[config.mk]
export PLATFORM = sky130hd
export DESIGN_NAME = apts_ctrl
export DESIGN_NICKNAME = d
export VERILOG_FILES = /design/src/design/apts_pkg.sv /design/src/design/apts_ctrl.sv
export SDC_FILE = /design/constraint.sdc
export NUM_CORES = 1
export LEC_CHECK = 0
export BUFFER_PORTS_ARGS = -buffer_cell sky130_fd_sc_hd__buf_2
export CELL_PAD_IN_SITES_DETAIL_PLACEMENT = 1
export CELL_PAD_IN_SITES_GLOBAL_PLACEMENT = 2
export CORE_AREA = 2 2 39 41
export CTS_BUF_LIST = sky130_fd_sc_hd__clkbuf_16
export DETAILED_ROUTE_END_ITERATION = 16
export DIE_AREA = 0 0 41 43
export GPL_TIMING_DRIVEN = 0
export MAX_ROUTING_LAYER = met4
export PLACE_DENSITY = 0.65
export SLEW_MARGIN = 30
export SYNTH_ARGS = -nofsm -noshare
export SYNTH_HDL_FRONTEND = slang
export SYNTH_SLANG_ARGS = --single-unit
export TNS_END_PERCENT = 20
[constraint.sdc]
create_clock -name clk -period 1.6 [get_ports clk]
set_input_delay 0.32 -clock clk [delete_from_list [all_inputs] [get_ports clk]]
set_output_delay 0.32 -clock clk [all_outputs]
set_load 0.02 [all_outputs]
[src/design/apts_pkg.sv]
`timescale 1ns / 1ps
package apts_pkg;

	// Sizing of the scheduler
	localparam int LEVELS      = 10;
	localparam int QUEUE_DEPTH = 16;
	localparam int TAG_WIDTH   = 32;

	localparam int LVL_W       = $clog2(LEVELS);
	localparam int HEAD_W      = $clog2(QUEUE_DEPTH);
	localparam int CNT_W       = $clog2(QUEUE_DEPTH + 1);
	localparam int STORE_DEPTH = LEVELS * QUEUE_DEPTH;
	localparam int ADDR_W      = $clog2(STORE_DEPTH);

	// Fixed field widths on the ports
	localparam int PRIO_IN_W   = 5;
	localparam int TAG_IN_W    = 32;
	localparam int PRIO_OUT_W  = 4;
	localparam int TAG_OUT_W   = 32;
	localparam int STATUS_W    = 2;
	localparam int STAMP_W     = 32;
	localparam int THR_W       = 8;
	localparam int S_TDATA_W   = 40;
	localparam int M_TDATA_W   = 40;

	localparam logic [THR_W-1:0] AGING_RESET = THR_W'(5);

	localparam logic CMD_PUSH     = 1'b0;
	localparam logic CMD_DISPATCH = 1'b1;

	typedef enum logic [STATUS_W-1:0] {
		ST_PUSHED     = 2'd0,
		ST_DROPPED    = 2'd1,
		ST_DISPATCHED = 2'd2,
		ST_EMPTY      = 2'd3
	} status_t;

	// Controller to datapath commands
	typedef struct packed {
		logic latch_in;
		logic scan;
		logic exec;
		logic load_out;
	} apts_cmd_t;

endpackage

[src/design/apts_ctrl.sv]
`timescale 1ns / 1ps
module apts_ctrl
	import apts_pkg::*;
(
	input  logic      clk,
	input  logic      arst_n,
	input  logic      s_tvalid,
	output logic      s_tready,
	output logic      m_tvalid,
	input  logic      m_tready,
	output apts_cmd_t cmd
);

	typedef enum logic [3:0] {
		S_IDLE = 4'b0001,
		S_SCAN = 4'b0010,
		S_EXEC = 4'b0100,
		S_RESP = 4'b1000
	} state_t;

	state_t state_q;
	state_t state_d;
	logic   m_tvalid_q;
	logic   out_free;

	assign out_free = !m_tvalid_q || m_tready;
	assign s_tready = (state_q == S_IDLE);
	assign m_tvalid = m_tvalid_q;

	always_comb begin
		state_d      = state_q;
		cmd.latch_in = 1'b0;
		cmd.scan     = 1'b0;
		cmd.exec     = 1'b0;
		cmd.load_out = 1'b0;
		unique case (state_q)
			S_IDLE: begin
				if (s_tvalid) begin
					cmd.latch_in = 1'b1;
					state_d      = S_SCAN;
				end
			end
			S_SCAN: begin
				cmd.scan = 1'b1;
				state_d  = S_EXEC;
			end
			S_EXEC: begin
				cmd.exec = 1'b1;
				state_d  = S_RESP;
			end
			S_RESP: begin
				// hold the result until the output register frees up
				if (out_free) begin
					cmd.load_out = 1'b1;
					state_d      = S_IDLE;
				end
			end
			default: state_d = S_IDLE;
		endcase
	end

	always_ff @(posedge clk or negedge arst_n) begin
		if (!arst_n) begin
			state_q    <= S_IDLE;
			m_tvalid_q <= 1'b0;
		end else begin
			state_q <= state_d;
			if (cmd.load_out) begin
				m_tvalid_q <= 1'b1;
			end else if (m_tready) begin
				m_tvalid_q <= 1'b0;
			end
		end
	end

endmodule

# == Word level (Yosys, flattened, before mapping) ==
# Cells that the tools add are included.
# totals
out_inout_bits,6
input_bits,4
word_cells,23
mem_bits_ro,0
latch_bits,0
ff_bits,5
memories,0
ramBits,0
# op_classes
bitwise,0
order_cmp,0
reduce_logical,4
mux,11
mul,0
shifts,0
n_eq_ne,6
addsub,0
div,0
# ops
op,n
4-bit case mux with 4 select lines,1
1-bit 2-to-1 mux,8
4-bit 2-to-1 mux,2
4-bit by 1-bit equality test with 1-bit output (second input constant),1
4-bit by 2-bit equality test with 1-bit output (second input constant),1
4-bit by 3-bit equality test with 1-bit output (second input constant),1
4-bit equality test (second input constant),1
2-bit != test (second input constant),2
2-bit AND reduction,1
2-bit nonzero test,1
1-bit logical NOT,1
1-bit logical OR,1

# == Longest topological paths before layout ==
# Gate-level depths: netlist of run 1.
# logic_depth
ltp_word,5
mapped_depth,3
ltp_nobuf,3

# == Least setup slack after synthesis of run 1 ==
# OpenSTA, ideal clock, no wires.
# synth_timing
path_type,register to output
start,register state_q[0]
end,output cmd[3] (netlist name)
path_slack_ns,-0.445
arrival_ns,1.725
path_stages_with_launch,3
required_ns,1.280
n_path_buf,0
path_cell_list,dfstp_2 -> nor4b_1 -> and2_1
# synth_rtl
item,line,text
"start, declared",apts_ctrl.sv:21,state_t state_q;
"start signal, assigned",apts_ctrl.sv:67,state_q <= state_d;
"end, declared",apts_ctrl.sv:11,output apts_cmd_t cmd

==> out/qor.csv, run 1 <==
metric,value,unit
cts_sinks,5,
antenna_found_initial,0,
max_freq,584.3,MHz
die_y,43,um
status,finished with violations,
skew,0.7313,ps
numCtsBuffers,3,
preCtsSetupSlack,-15.73,ps
core,1384,um^2
cp.arrival,1390,ps
whs,337.0,ps
timing.final.ws_setup,-111.5,ps
wl,683,um
tns,-222.0,ps
rows,14,
io_pins,10,
cts.path.max_buffers,2,
grt_pass1_wl,1.159,mm
cts_tree,built,
area_growth,82.24,%
period_minus_slack,1712,ps
insertion_delay,220,ps
vias_per_cell,4.373,
tightest_slew,224.2,ps
period_share,1.070,
end_kind,output port,
dieArea,1763,um^2
grt_max_degree,8,
vias,258,
cap_violations,0,
setup_viol,3,
die_x,41,um
drt_iter0_markers,3,
grt_overflow,0,
ff_latch_area,130.1,um^2
rsz0062_at_grt,true,
required,1280,ps
syn_inst,25,
fill_cells,163,
track_usage,0.1063,
insertedDiodeCount,0,
ys_seq_elements,5,
syn_area,267.8,um^2
powerDensity,1883,nW/um^2
layout-drive-gt1-share,0.5814,
seq_area_frac_synth,0.4720,
drc,0,
hold_violations,0,
hold_class,input port to register,
critPathLaunchType,register,
port_buffers,9,
path_clk_slew,30,ps
cp_max_fo,2,
power,0.9189,mW
multi_input_area,156.4,um^2
synth_warnings,0,
fin_nets,48,
grt_pass1_vias,275,
slew_violations,0,
clock_tree.root_cell,clkbuf_16,
irDropWorstVdd,687.2,uV
start_util,0.1935,
yosys.cell_types.count,19,
path_class,register to output port,
wl_per_cell,11.58,um
slew-limit-headroom,0.8499,
syn_nets,29,
h-tree-depth,1,
antenna_left,0,
synth.avg_cell_area,10.71,um^2
gp_congestion,0.7041,
firstDrtPassIters,2,
leakagePower,0.2333,nW
violations,setup timing,
flip-flops by register name (all words and copies together) (netlist names):
register  flops
state_q       4
m_tvalid      1
path summary, 6_finish.rpt:
check,startpoint,endpoint,slack (ps),depth (start not counted)
worst max-delay path,state_q[1]$_DFFE_PN0P_,cmd[0],-110,3
min in group asynchronous,arst_n,state_q[1]$_DFFE_PN0P_,440,2
worst max register to register,state_q[1]$_DFFE_PN0P_,state_q[0]$_DFFE_PN1P_,260,3
worst min-delay path,s_tvalid,state_q[1]$_DFFE_PN0P_,340,2
max in group asynchronous,arst_n,state_q[0]$_DFFE_PN1P_,940,2
worst min register to register,m_tvalid$_DFFE_PN0P_,m_tvalid$_DFFE_PN0P_,520,2
synth_stat cells (all sizes together):
cell type	n	area share
nor3	1	0.019
a211oi	1	0.028
nand3b	1	0.028
nand2	1	0.014
nor4b	1	0.033
o31ai	1	0.028
nand2b	1	0.023
o22a	1	0.033
nor2b	2	0.047
and3b	1	0.033
o21ai	1	0.019
or4b	1	0.051
buf	1	0.028
dfrtp	4	0.37
and2	2	0.047
nor3b	2	0.056
nor2	1	0.014
or2b	1	0.028
dfstp	1	0.098
through the flow:
stage | util | instances | cell area [um^2]
2_1_floorplan | - | 25 | 282.8
4_1_cts | 0.3454 | 59 | 478.0
5_1_grt | 0.3526 | 59 | 488.0
3_3_place_gp | 0.2514 | 50 | 347.8
6_report | 0.3526 | 59 | 488.0
3_5_place_dp | 0.2514 | 50 | 347.8
per-layer routing:
metal | GRT usage | share of wire | routed length (um) | up-vias
met4 | 0.08000 | 0 | 0 | 0
li1 | - | - | - | 126
met5 | - | 0 | 0 | -
met3 | 0.04712 | 0.061 | 42 | 0
met1 | 0.1201 | 0.41 | 280 | 125
met2 | 0.1406 | 0.53 | 361 | 7
worst max-delay path: stages, from the launching register on:
cell and delay (ps):
dfrtp_2 390, or4b_4 530, nor2_1 100, buf_4 140
placed cells by master, fill, tap and decap left out, types with 2 or more instances in the layout:
cell type / synthesis / layout
and2_1: 2 / 2
buf_2: 0 / 5
clkbuf_16: 0 / 3
buf_4: 1 / 9
nor3b_1: 2 / 2
dfrtp_2: 0 / 3
final cells by class:
type,count,share of cell area
multi-input cells,19,0.3205
flip-flops and latches,5,0.2667
repair buffers,14,0.1949
clock buffers,3,0.1538
well taps,16,0.04103
plain buffers,1,0.01538
clock inverters,1,0.007692
timing repair:
action,4_1_cts,5_1_grt
resized for setup,6,3
setup buffers,4,0
hold buffers,1,0
hold endpoints to repair,4,0
pin swaps,2,1
setup endpoints to repair,4,5
report_power, final:
group	internal, mW	switching [mW]	total, mW
registers	0.172	0.0428	0.215
clock network	0.323	0.0739	0.397
logic	0.165	0.142	0.307
kinds of logic (layout without fill, tap and decap cells):
logic type,count (synthesis),count (layout),synth area share
buffers and inverters,1,19,0.02805
AOI/OAI and AO/OA,4,4,0.1075
DFF,5,5,0.4720
and+or+nand+nor,15,15,0.3925
Note: power is estimated with default switching activity, not from simulation.
==> run 2: changes to the inputs <==
--- a/config.mk
+++ b/config.mk
@@ -15,6 +15,7 @@
 export GPL_TIMING_DRIVEN = 0
 export MAX_ROUTING_LAYER = met4
 export PLACE_DENSITY = 0.65
+export RECOVER_POWER = 25
 export SLEW_MARGIN = 30
 export SYNTH_ARGS = -nofsm -noshare
 export SYNTH_HDL_FRONTEND = slang
==> run 2 against run 1 <==
Compared with the run above:
- the flow still finishes with violations (setup timing)
- first-iteration DRC count is the same
- register-to-register slack about the same
- combinational power is essentially flat
- fmax unchanged
- clock skew stayed put
- core utilization down 0.090 points
- critical endpoint unchanged
==> out/qor.csv, run 2 (synthesis gave the netlist of run 1 again) <==
metric,value,unit,change
status,finished with violations,,unchanged
violations,setup timing,,unchanged
drc,0,,unchanged
timing.final.ws_setup,-111.5,ps,unchanged
cts_sinks,5,,unchanged
final_cell_mix,"9 x buf_4, 4 x buf_2, 3 x clkbuf_16, 3 x dfrtp_2",,"was 9 x buf_4, 5 x buf_2, 3 x clkbuf_16, 3 x dfrtp_2"
die_x,41,um,unchanged
wl,682,um,was 683 um
grt_max_degree,8,,unchanged
period_minus_slack,1712,ps,unchanged
area_growth,81.78,%,was 82.24%
tightest_slew,296.8,ps,was 224.2 ps
seq_power_share,0.234,,about the same
track_usage,0.1063,,unchanged
layout-drive-gt1-share,0.5581,,was 0.5814
h-tree-depth,1,,unchanged
hp-start,s_tvalid,,unchanged
slew_violations,0,,unchanged
slew-limit-headroom,0.8021,,was 0.8499
max_flop_register,state_q,,unchanged
critPathBufInv,1,,unchanged
fin_nets,48,,unchanged
preCtsSetupSlack,-15.73,ps,unchanged
vias,258,,unchanged
port_buffers,9,,unchanged
postLayoutCoreUtil,0.3517,,was 0.3526
clock_tree.root_cell,clkbuf_16,,unchanged
insertion_delay,220,ps,about the same
cap_violations,0,,unchanged
p_comb_frac,0.334,,about the same
irDropWorstVdd,687.2,uV,about the same
cts_tree,built,,unchanged
dieArea,1763,um^2,unchanged
crit_chain,"or4b_4, nor2_1, buf_4",,unchanged
end_kind,output port,,unchanged
setup_viol,3,,unchanged
power_frac_clock,0.432,,about the same
cp.arrival,1390,ps,about the same
antenna_found_initial,0,,unchanged
layout.cells.non_filler,59,,unchanged
critPathTopFamily,simple AND/OR/NAND/NOR gates,,unchanged
dpl.cell_count,50,,unchanged
firstDrtPassIters,2,,unchanged
largest_reg_flops,4,,unchanged
rows,14,,unchanged
cts.path.max_buffers,2,,unchanged
power,0.9185,mW,was 0.9189 mW
die_y,43,um,unchanged
r2r_start,state_q[1]$_DFFE_PN0P_,,unchanged
critPathSlowestCell,or4b_4,,unchanged
powerDensity,1887,nW/um^2,was 1883 nW/um^2
insertedDiodeCount,0,,unchanged
rsz0062_at_grt,true,,unchanged
hold_class,input port to register,,unchanged
swShare,0.2820,,was 0.2819
start_util,0.1935,,unchanged
tns,-222.0,ps,unchanged
gp_congestion,0.7041,,unchanged
grt_overflow,0,,unchanged
numCtsBuffers,3,,unchanged
critPathLaunchType,register,,unchanged
antenna_left,0,,unchanged
grt_pass1_wl,1.159,mm,unchanged
grt_pass1_vias,275,,unchanged
io_pins,10,,unchanged
cpPeakStageDelay,530,ps,about the same
final_common_cell,buf_4,,unchanged
path_clk_slew,30,ps,about the same
skew,0.7313,ps,unchanged
max_freq,584.3,MHz,unchanged
path_class,register to output port,,unchanged
core,1384,um^2,unchanged
hold_violations,0,,unchanged
leakagePower,0.2305,nW,was 0.2333 nW
required,1280,ps,about the same
wl_per_cell,11.56,um,was 11.58 um
period_share,1.070,,unchanged
vias_per_cell,4.373,,unchanged
crit_path_start,state_q[1]$_DFFE_PN0P_,,unchanged
p_int,0.6595,mW,was 0.6599 mW
fill_cells,164,,was 163
drt_iter0_markers,3,,unchanged
p_sw,0.2590,mW,about the same
cp_max_fo,2,,unchanged
-- run 2: cell count changes in the layout (fill, tap and decap cells not counted), sizes merged --
cell / before / now
clkbuf: 3 / 4
buf: 14 / 13
-- run 2: per-stage QoR --
step	hold slack, ps	cell area (um^2)
final	337.0	486.7
after global routing	358.7	486.7
after CTS	339.5	478.0
after detailed placement	144.7	347.8
after global placement	142.1	347.8
after floorplan	24.41	282.8
-- run 2: final timing paths --
check	endpoint	slack, ps	cells after the start
max	cmd[0]	-110	3
min reg2reg	m_tvalid$_DFFE_PN0P_	520	2
max reg2reg	state_q[0]$_DFFE_PN1P_	260	3
min in group asynchronous	state_q[1]$_DFFE_PN0P_	490	2
max in group asynchronous	state_q[0]$_DFFE_PN1P_	830	2
min	state_q[1]$_DFFE_PN0P_	340	2
-- run 2: routing by layer --
| layer | part of all wire | vias to the layer above | wire [um] | global-route usage |
|---|---|---|---|---|
| li1 | - | 126 | - | - |
| met1 | 0.41 | 125 | 278 | 0.1201 |
| met2 | 0.53 | 7 | 361 | 0.1406 |
| met3 | 0.062 | 0 | 42 | 0.04712 |
| met4 | 0 | 0 | 0 | 0.08000 |
| met5 | 0 | - | 0 | - |
-- run 2: what timing repair did --
item / CTS / global route
gates resized for setup: 6 / 3
pin swaps: 2 / 1
hold buffers: 1 / 0
endpoints found under the setup margin: 4 / 5
hold endpoints to repair: 4 / 0
setup buffers: 4 / 0
-- run 2: power by group through the flow --
stage	clock [mW]	combinational [mW]	sequential (mW)
after floorplan	0	0.169	0.218
after global placement	0	0.220	0.232
after detailed placement	0	0.225	0.235
after CTS	0.407	0.295	0.212
after global routing	0.419	0.333	0.222
final	0.397	0.307	0.215
-- run 2: cell type report --
type | count | area (um^2) | share of cell area
clock inverters | 1 | 3.754 | 0.007712
multi-input cells | 19 | 156.4 | 0.3213
repair buffers | 14 | 93.84 | 0.1928
clock buffers | 3 | 75.07 | 0.1542
plain buffers | 1 | 7.507 | 0.01542
well taps | 16 | 20.02 | 0.04113
flip-flops and latches | 5 | 130.1 | 0.2674
